## src/sv/qse_pkg.sv

```systemverilog
package qse_pkg;

  localparam int DEPTH     = 16;
  localparam int CHANNELS  = 4;
  localparam int MODE_BITS = 4;

  localparam int PTR_W     = (DEPTH > 1) ? $clog2(DEPTH) : 1;
  localparam int CNT_W     = $clog2(DEPTH + 1);
  localparam int SUM_W     = CNT_W + 1;
  localparam int CH_IDX_W  = (CHANNELS > 1) ? $clog2(CHANNELS) : 1;
  localparam int MEM_DEPTH = CHANNELS * DEPTH;
  localparam int ADDR_W    = (MEM_DEPTH > 1) ? $clog2(MEM_DEPTH) : 1;

  localparam int CQ_DEPTH  = 2;
  localparam int CQ_PTR_W  = (CQ_DEPTH > 1) ? $clog2(CQ_DEPTH) : 1;
  localparam int CQ_CNT_W  = $clog2(CQ_DEPTH + 1);

  typedef enum logic [0:0] {
    KIND_INSERT = 1'b0,
    KIND_REMOVE = 1'b1
  } kind_t;

  typedef enum logic [1:0] {
    ST_INSERTED = 2'd0,
    ST_REMOVED  = 2'd1,
    ST_EMPTY    = 2'd2,
    ST_FULL     = 2'd3
  } status_t;

  typedef struct packed {
    logic               kind;
    logic [1:0]         channel;
    logic signed [31:0] push_value;
  } item_t;

  typedef struct packed {
    logic [1:0]         status;
    logic signed [31:0] pop_value;
  } result_t;

  typedef struct packed {
    status_t             status;
    logic                write;
    logic                read;
    logic [ADDR_W-1:0]   addr;
    logic [31:0]         wdata;
  } cmd_t;

endpackage

```

## src/sv/qse_ram.sv

```systemverilog
module qse_ram #(
  parameter int DATA_W    = 32,
  parameter int NUM_WORDS = 64
) (
  input  logic                                        clk,
  input  logic                                        we,
  input  logic [((NUM_WORDS > 1) ? $clog2(NUM_WORDS) : 1)-1:0] addr,
  input  logic [DATA_W-1:0]                           wdata,
  output logic [DATA_W-1:0]                           rdata
);

  logic [DATA_W-1:0] mem [NUM_WORDS];

  always_ff @(posedge clk) begin
    if (we) begin
      mem[addr] <= wdata;
    end
    rdata <= mem[addr];
  end

endmodule

```

## src/sv/qse_front.sv

```systemverilog
module qse_front import qse_pkg::*; (
  input  logic                 clk,
  input  logic                 rst,
  input  logic                 start,
  output logic                 busy,
  input  item_t                item,
  input  logic [MODE_BITS-1:0] stack_mode_mask,
  input  logic                 cmd_full,
  output logic                 cmd_push,
  output cmd_t                 cmd
);

  logic                f_valid;
  item_t               f_item;
  logic [PTR_W-1:0]    oldest [CHANNELS];
  logic [CNT_W-1:0]    fill   [CHANNELS];

  logic                ch_ok;
  logic [CH_IDX_W-1:0] idx;
  logic [PTR_W-1:0]    old;
  logic [CNT_W-1:0]    cnt;
  logic [MODE_BITS-1:0] mode_bits;
  logic                is_stack;
  logic                upd;
  logic [PTR_W-1:0]    pos;
  logic [PTR_W-1:0]    old_next;
  logic [CNT_W-1:0]    cnt_next;

  function automatic logic [PTR_W-1:0] wrap(input logic [SUM_W-1:0] x);
    if (x >= SUM_W'(DEPTH)) begin
      return PTR_W'(x - SUM_W'(DEPTH));
    end
    return PTR_W'(x);
  endfunction

  assign busy     = f_valid && cmd_full;
  assign cmd_push = f_valid && !cmd_full;

  always_comb begin
    ch_ok     = int'(f_item.channel) < CHANNELS;
    idx       = CH_IDX_W'(f_item.channel);
    old       = oldest[idx];
    cnt       = fill[idx];
    mode_bits = stack_mode_mask >> idx;
    is_stack  = mode_bits[0];
    upd       = 1'b0;
    pos       = old;
    old_next  = old;
    cnt_next  = cnt;
    cmd       = '0;
    cmd.wdata = f_item.push_value;
    if (f_item.kind == KIND_INSERT) begin
      if (!ch_ok || cnt >= CNT_W'(DEPTH)) begin
        cmd.status = ST_FULL;
      end else begin
        pos        = wrap(SUM_W'(old) + SUM_W'(cnt));
        cnt_next   = cnt + CNT_W'(1);
        upd        = 1'b1;
        cmd.write  = 1'b1;
        cmd.status = ST_INSERTED;
      end
    end else begin
      if (!ch_ok || cnt == '0) begin
        cmd.status = ST_EMPTY;
      end else begin
        if (is_stack) begin
          pos = wrap(SUM_W'(old) + SUM_W'(cnt) - SUM_W'(1));
        end else begin
          // queue removal takes the oldest word and advances past it
          old_next = (old == PTR_W'(DEPTH - 1)) ? '0 : old + PTR_W'(1);
        end
        cnt_next   = cnt - CNT_W'(1);
        upd        = 1'b1;
        cmd.read   = 1'b1;
        cmd.status = ST_REMOVED;
      end
    end
    cmd.addr = ADDR_W'(idx) * ADDR_W'(DEPTH) + ADDR_W'(pos);
  end

  always_ff @(posedge clk) begin
    if (rst) begin
      f_valid <= 1'b0;
      for (int c = 0; c < CHANNELS; c++) begin
        oldest[c] <= '0;
        fill[c]   <= '0;
      end
    end else begin
      if (start && !busy) begin
        f_valid <= 1'b1;
      end else if (cmd_push) begin
        f_valid <= 1'b0;
      end
      if (cmd_push && upd) begin
        oldest[idx] <= old_next;
        fill[idx]   <= cnt_next;
      end
    end
  end

  always_ff @(posedge clk) begin
    if (start && !busy) begin
      f_item <= item;
    end
  end

endmodule

```

## src/sv/qse_cmd_queue.sv

```systemverilog
module qse_cmd_queue import qse_pkg::*; (
  input  logic clk,
  input  logic rst,
  input  logic push,
  input  cmd_t wr_cmd,
  output logic full,
  input  logic pop,
  output logic empty,
  output cmd_t rd_cmd
);

  cmd_t                entries [CQ_DEPTH];
  logic [CQ_PTR_W-1:0] wr_ptr;
  logic [CQ_PTR_W-1:0] rd_ptr;
  logic [CQ_CNT_W-1:0] count;

  assign full   = count == CQ_CNT_W'(CQ_DEPTH);
  assign empty  = count == '0;
  assign rd_cmd = entries[rd_ptr];

  always_ff @(posedge clk) begin
    if (rst) begin
      wr_ptr <= '0;
      rd_ptr <= '0;
      count  <= '0;
    end else begin
      if (push) begin
        wr_ptr <= (wr_ptr == CQ_PTR_W'(CQ_DEPTH - 1)) ? '0 : wr_ptr + CQ_PTR_W'(1);
      end
      if (pop) begin
        rd_ptr <= (rd_ptr == CQ_PTR_W'(CQ_DEPTH - 1)) ? '0 : rd_ptr + CQ_PTR_W'(1);
      end
      if (push && !pop) begin
        count <= count + CQ_CNT_W'(1);
      end else if (pop && !push) begin
        count <= count - CQ_CNT_W'(1);
      end
    end
  end

  always_ff @(posedge clk) begin
    if (push) begin
      entries[wr_ptr] <= wr_cmd;
    end
  end

endmodule

```

## src/sv/qse_back.sv

```systemverilog
module qse_back import qse_pkg::*; (
  input  logic    clk,
  input  logic    rst,
  input  logic    cmd_empty,
  input  cmd_t    cmd,
  output logic    cmd_pop,
  output logic    done,
  output result_t result
);

  logic        s1_valid;
  status_t     s1_status;
  logic        s1_read;
  logic [31:0] rdata;

  // drain one command every cycle while the queue is not empty: the receiver never stalls
  assign cmd_pop = !cmd_empty;

  qse_ram #(
    .DATA_W    (32),
    .NUM_WORDS (MEM_DEPTH)
  ) u_ram (
    .clk   (clk),
    .we    (cmd_pop && cmd.write),
    .addr  (cmd.addr),
    .wdata (cmd.wdata),
    .rdata (rdata)
  );

  always_ff @(posedge clk) begin
    if (rst) begin
      s1_valid <= 1'b0;
    end else begin
      s1_valid <= cmd_pop;
    end
  end

  always_ff @(posedge clk) begin
    if (cmd_pop) begin
      s1_status <= cmd.status;
      s1_read   <= cmd.read;
    end
  end

  assign done             = s1_valid;
  assign result.status    = s1_status;
  assign result.pop_value = s1_read ? rdata : '0;

endmodule

```

## src/sv/four_channel_queue_stack_engine.sv

```systemverilog
// channel   | signals                         | beat taken when
// ----------+---------------------------------+----------------------------
// request   | start, busy, item               | start high, busy low
// result    | done, result                    | every cycle done is high
// config    | cfg_valid, cfg_ready, cfg_data  | cfg_valid and cfg_ready high
//
// One request per cycle unless busy; the single store port does one access a cycle.
// A result reaches the ports through the front register, which loads at the beat,
// then the command queue, then the registered read of the word store.
// Synchronous reset empties every channel and sets the stack mask to channels 1 and 3.
// busy rises only while the command queue is full; results cannot be held off.
module four_channel_queue_stack_engine import qse_pkg::*; (
  input  logic                 clk,
  input  logic                 rst,
  input  logic                 start,
  output logic                 busy,
  input  item_t                item,
  output logic                 done,
  output result_t              result,
  input  logic                 cfg_valid,
  output logic                 cfg_ready,
  input  logic [MODE_BITS-1:0] cfg_data
);

  logic [MODE_BITS-1:0] stack_mode_mask;
  logic                 cmd_push;
  logic                 cmd_pop;
  logic                 cmd_full;
  logic                 cmd_empty;
  cmd_t                 wr_cmd;
  cmd_t                 rd_cmd;

  assign cfg_ready = 1'b1;

  always_ff @(posedge clk) begin
    if (rst) begin
      stack_mode_mask <= MODE_BITS'(10);
    end else if (cfg_valid && cfg_ready) begin
      stack_mode_mask <= cfg_data;
    end
  end

  qse_front u_front (
    .clk             (clk),
    .rst             (rst),
    .start           (start),
    .busy            (busy),
    .item            (item),
    .stack_mode_mask (stack_mode_mask),
    .cmd_full        (cmd_full),
    .cmd_push        (cmd_push),
    .cmd             (wr_cmd)
  );

  qse_cmd_queue u_queue (
    .clk    (clk),
    .rst    (rst),
    .push   (cmd_push),
    .wr_cmd (wr_cmd),
    .full   (cmd_full),
    .pop    (cmd_pop),
    .empty  (cmd_empty),
    .rd_cmd (rd_cmd)
  );

  qse_back u_back (
    .clk       (clk),
    .rst       (rst),
    .cmd_empty (cmd_empty),
    .cmd       (rd_cmd),
    .cmd_pop   (cmd_pop),
    .done      (done),
    .result    (result)
  );

endmodule
```

## config.mk

```make
export PLATFORM = sky130hd
export DESIGN_NAME = four_channel_queue_stack_engine
export DESIGN_NICKNAME = d
export VERILOG_FILES = /design/src/sv/qse_pkg.sv /design/src/sv/qse_ram.sv /design/src/sv/qse_front.sv /design/src/sv/qse_cmd_queue.sv /design/src/sv/qse_back.sv /design/src/sv/four_channel_queue_stack_engine.sv
export SDC_FILE = /design/constraint.sdc
export NUM_CORES = 2
export LEC_CHECK = 0
export BUFFER_PORTS_ARGS = -buffer_cell sky130_fd_sc_hd__buf_2
export CAP_MARGIN = 20
export CORE_MARGIN = 2
export CORE_UTILIZATION = 56
export DETAILED_ROUTE_END_ITERATION = 10
export PLACE_DENSITY_LB_ADDON = 0.12
export SYNTH_ARGS = -nofsm -noshare
export SYNTH_HDL_FRONTEND = slang
export SYNTH_SLANG_ARGS = --single-unit
```

## constraint.sdc

```tcl
create_clock -name clk -period 4.3 [get_ports clk]
set_input_delay 0.43 -clock clk [delete_from_list [all_inputs] [get_ports clk]]
set_output_delay 0.43 -clock clk [all_outputs]
set_load 0.01 [all_outputs]
```

==> results_dict.tcl <==
set metrics [dict create \
    avgRoutedWirePerCell_um 38.7 \
    drv_cap 0 \
    via_per_inst 7.20 \
    fin_crit_ns 3.77 \
    async_flop_share_pct 0 \
    final_nets 5194 \
    die_x_um 390 \
    synth_area_um2 83600 \
    drc 0 \
    gp_congestion 0.863 \
    post-route-util_pct 64.9 \
    critPathSlowestCell "nor4_1" \
    drt-initial-drc-count 9676 \
    path_depth 8 \
    ios 80 \
    synth_fp_nets 4901 \
    critPathLaunchType "flip-flop" \
    tns_ns 0 \
    path_clk_slew_ns 0.06 \
    grt_max_degree 139 \
    synth_top_area_share_pct 79.3 \
    grt_antenna_before_repair 14 \
    setup_viol 0 \
    p_leak_uw 0.0298 \
    cp_common_cell "buf_4" \
    routed_wl_um 281000 \
    port-buffer-count 78 \
    synthFlopType "edfxtp_1" \
    num_vias 52365 \
    synth.largest_area_cell "edfxtp_1" \
    start_util_pct 56.5 \
    max-clock-path-buffers 3 \
    clk_latency_ns 0.86 \
    rsz0062_at_grt "no" \
    ctsRootBufferMaster "clkbuf_16" \
    path_class "flip-flop to flip-flop" \
    critical_path_buf_inv_count 2 \
    ys_ff_latch 2251 \
    arrival_ns 4.41 \
    post-cts-setup-buffers 0 \
    die_y_um 390 \
    worst_pin_slew_ns 1.14 \
    cp_max_fo 32 \
    final_cell_mix "edfxtp_1 (2206), o21ai_0 (588), a22oi_1 (535), buf_4 (224), clkbuf_16 (215)" \
    instances_no_fill 7271 \
    die_area_um2 152000 \
    finClkSkew_ns 0.0325 \
    holdPathStages 2 \
    finalCritPeriodShare_pct 87.8 \
    dp_hpwl_um 155000 \
    synth-edff-count 2206 \
    ys_warn_count 0 \
    r2r_slack_ns 0.53 \
    grt_pass1_wl_um 385000 \
    slew_headroom_pct 23.7 \
    peakVddDrop_mv 0.417 \
    hold_viol 0 \
    r2r_end "u_back.u_ram.rdata[7]$_DFF_P_" \
    powerDensity_nw_per_um2 588 \
    grt.total_usage_pct 36.6 \
    synthTopCellsByArea "edfxtp_1 (79%), a22oi_1 (4.8%), o21ai_0 (3.5%)" \
    end_kind "flip-flop" \
    cts_made_buffers 215 \
    area_growth_pct 14.9 \
    grt_pass1_vias 48641 \
    ant_nets 0 \
    h-tree-depth 4 \
    ys_seq_area_share_pct 80.3 \
    firstDrtPassIters 8 \
    slew_viol_final 0 \
    core-area_um2 148000 \
    min-delay-path-class "primary input to flip-flop" \
    cts.sinks 2251 \
    yosysUniqueCellTypes 64 \
    fill_cells 10173 \
    cts_tree "yes" \
    fin_ws_ns 0.526 \
    cp_slowest_stage_delay_ns 0.87 \
    num_rows 141 \
    dp_slack_ns 0.690 \
    max_freq_mhz 265 \
    reg2regPathDepth 8 \
    dp.cells 6803 \
    holdCritStartpoint "item[16]" \
    mostFrequentLayoutCell "edfxtp_1" \
    cp_data_required_time_ns 4.94 \
    min_to "u_front.cmd[16]$_DFFE_PP_" \
    synth_cells 4849 \
    grt_overflow_total 0 \
    status "complete, no violations" \
    crit_path_cell_trace "mux2i_1 -> buf_4 -> nor2_1 -> nand2_2 -> buf_4 -> a31oi_1 -> nor4_1 -> nand4_1" \
    syn_avg_cell_area_um2 17.2 \
    drive_gt1_share_pct 16.8 \
    crit_family "simple AND/OR/NAND/NOR gates" \
]
## where the power goes
group / leakage (uW) / switching, uW / internal (uW)
Combinational: 0.00608 / 8010 / 3000
Clock: 0.00341 / 8200 / 10600
Sequential: 0.0203 / 386 / 26300
## cell usage after synthesis (3+ instances only)
master	n
a211oi_1	3
a21o_1	3
a21oi_1	52
a221oi_1	12
a222oi_1	77
a22o_1	22
a22oi_1	535
a2bb2oi_1	9
a31o_2	16
a31oi_1	173
and2_1	33
and3_1	5
and4_1	132
buf_1	27
buf_2	78
buf_4	5
clkbuf_1	223
dfxtp_1	45
edfxtp_1	2206
ha_1	8
inv_1	10
mux2_2	96
mux2i_1	28
mux4_2	10
nand2_1	129
nand2b_1	12
nand3_1	38
nand4_1	29
nor2_1	133
nor2b_1	6
nor3_1	7
nor4_1	31
o21ai_0	588
o22a_1	3
o22ai_1	4
o31ai_1	3
or2_2	5
or4_1	8
xnor2_1	3
xor2_1	8
## logic make-up after synthesis
logic type / Yosys count / synth area share [%]
AND/OR/NAND/NOR: 582 / 3.95
flip-flops: 2251 / 80.3
adder cells (fa/ha/maj): 9 / 0.144
XOR/XNOR: 12 / 0.142
other: 1 / 0.00449
buffers and inverters: 345 / 1.71
multiplexers: 137 / 1.95
AO/OA/AOI/OAI: 1512 / 11.8
## worst max-delay path by stage
stage,start,to,slack [ns]
3_5_place_dp,flip-flop,u_front.fill[0][3]$_SDFFCE_PN0P_,0.69
5_1_grt,flip-flop,u_front.fill[0][1]$_SDFFCE_PN0P_,0.36
3_3_place_gp,flip-flop,u_front.fill[0][2]$_SDFFCE_PN0P_,0.76
2_1_floorplan,flip-flop,u_back.u_ram.mem[10][0]$_DFFE_PP_,0.29
6_report,flip-flop,u_back.u_ram.rdata[7]$_DFF_P_,0.53
4_1_cts,flip-flop,u_front.fill[0][1]$_SDFFCE_PN0P_,0.70
## final cells by class
class	instances	area (um2)	share of cell area, %
Sequential cell	2251	67100	69.9
Multi-Input combinational cell	2253	15700	16.3
Clock buffer	277	5740	5.98
Timing Repair Buffer	411	3820	3.98
Tap cell	1930	2410	2.51
Clock inverter	130	1220	1.28
Inverter	10	37.5	0.0391
Antenna cell	9	22.5	0.0234
## sequential cells by signal, summed over array words and instances (netlist names), 4 cells and up, named ones only
name                flops
stack_mode_mask         4
u_front.cmd            32
u_front.oldest         16
u_queue.entries        84
u_back.u_ram.rdata     32
u_front.fill           20
u_back.u_ram.mem     2048
## repair_timing
action | 4_1_cts | 5_1_grt
hold buffers | 45 | 0
gates resized for setup | 0 | 0
hold endpoints to repair | 48 | 0
## routing by layer
layer,vias up,track usage (%),wire (um)
met5,-,1.02,269
met4,10,14.4,12600
met3,720,9.35,40500
met2,4503,55.1,127000
met1,26586,51.6,101000
li1,20546,-,-
## worst reg2reg max path, delay by kind of cell (launching register included)
kind | cells | cell delay, ns
AOI/OAI and AO/OA | 1 | 0.09
buffers and inverters | 2 | 0.62
muxes | 1 | 0.24
DFF | 1 | 0.65
and+or+nand+nor | 4 | 1.98
## through the flow
| step | total power (uW) | instance area [um2] | hold WS (ns) |
|---|---|---|---|
| finish | 56500 | 96100 | 0.297 |
| global route | 57700 | 96000 | 0.274 |
| CTS | 56100 | 95900 | 0.248 |
| detailed placement | 37700 | 88500 | 0.430 |
| global placement | 37500 | 88400 | 0.428 |
| floorplan | 32400 | 83600 | 0.421 |
Power figures use the tool's default switching activity.
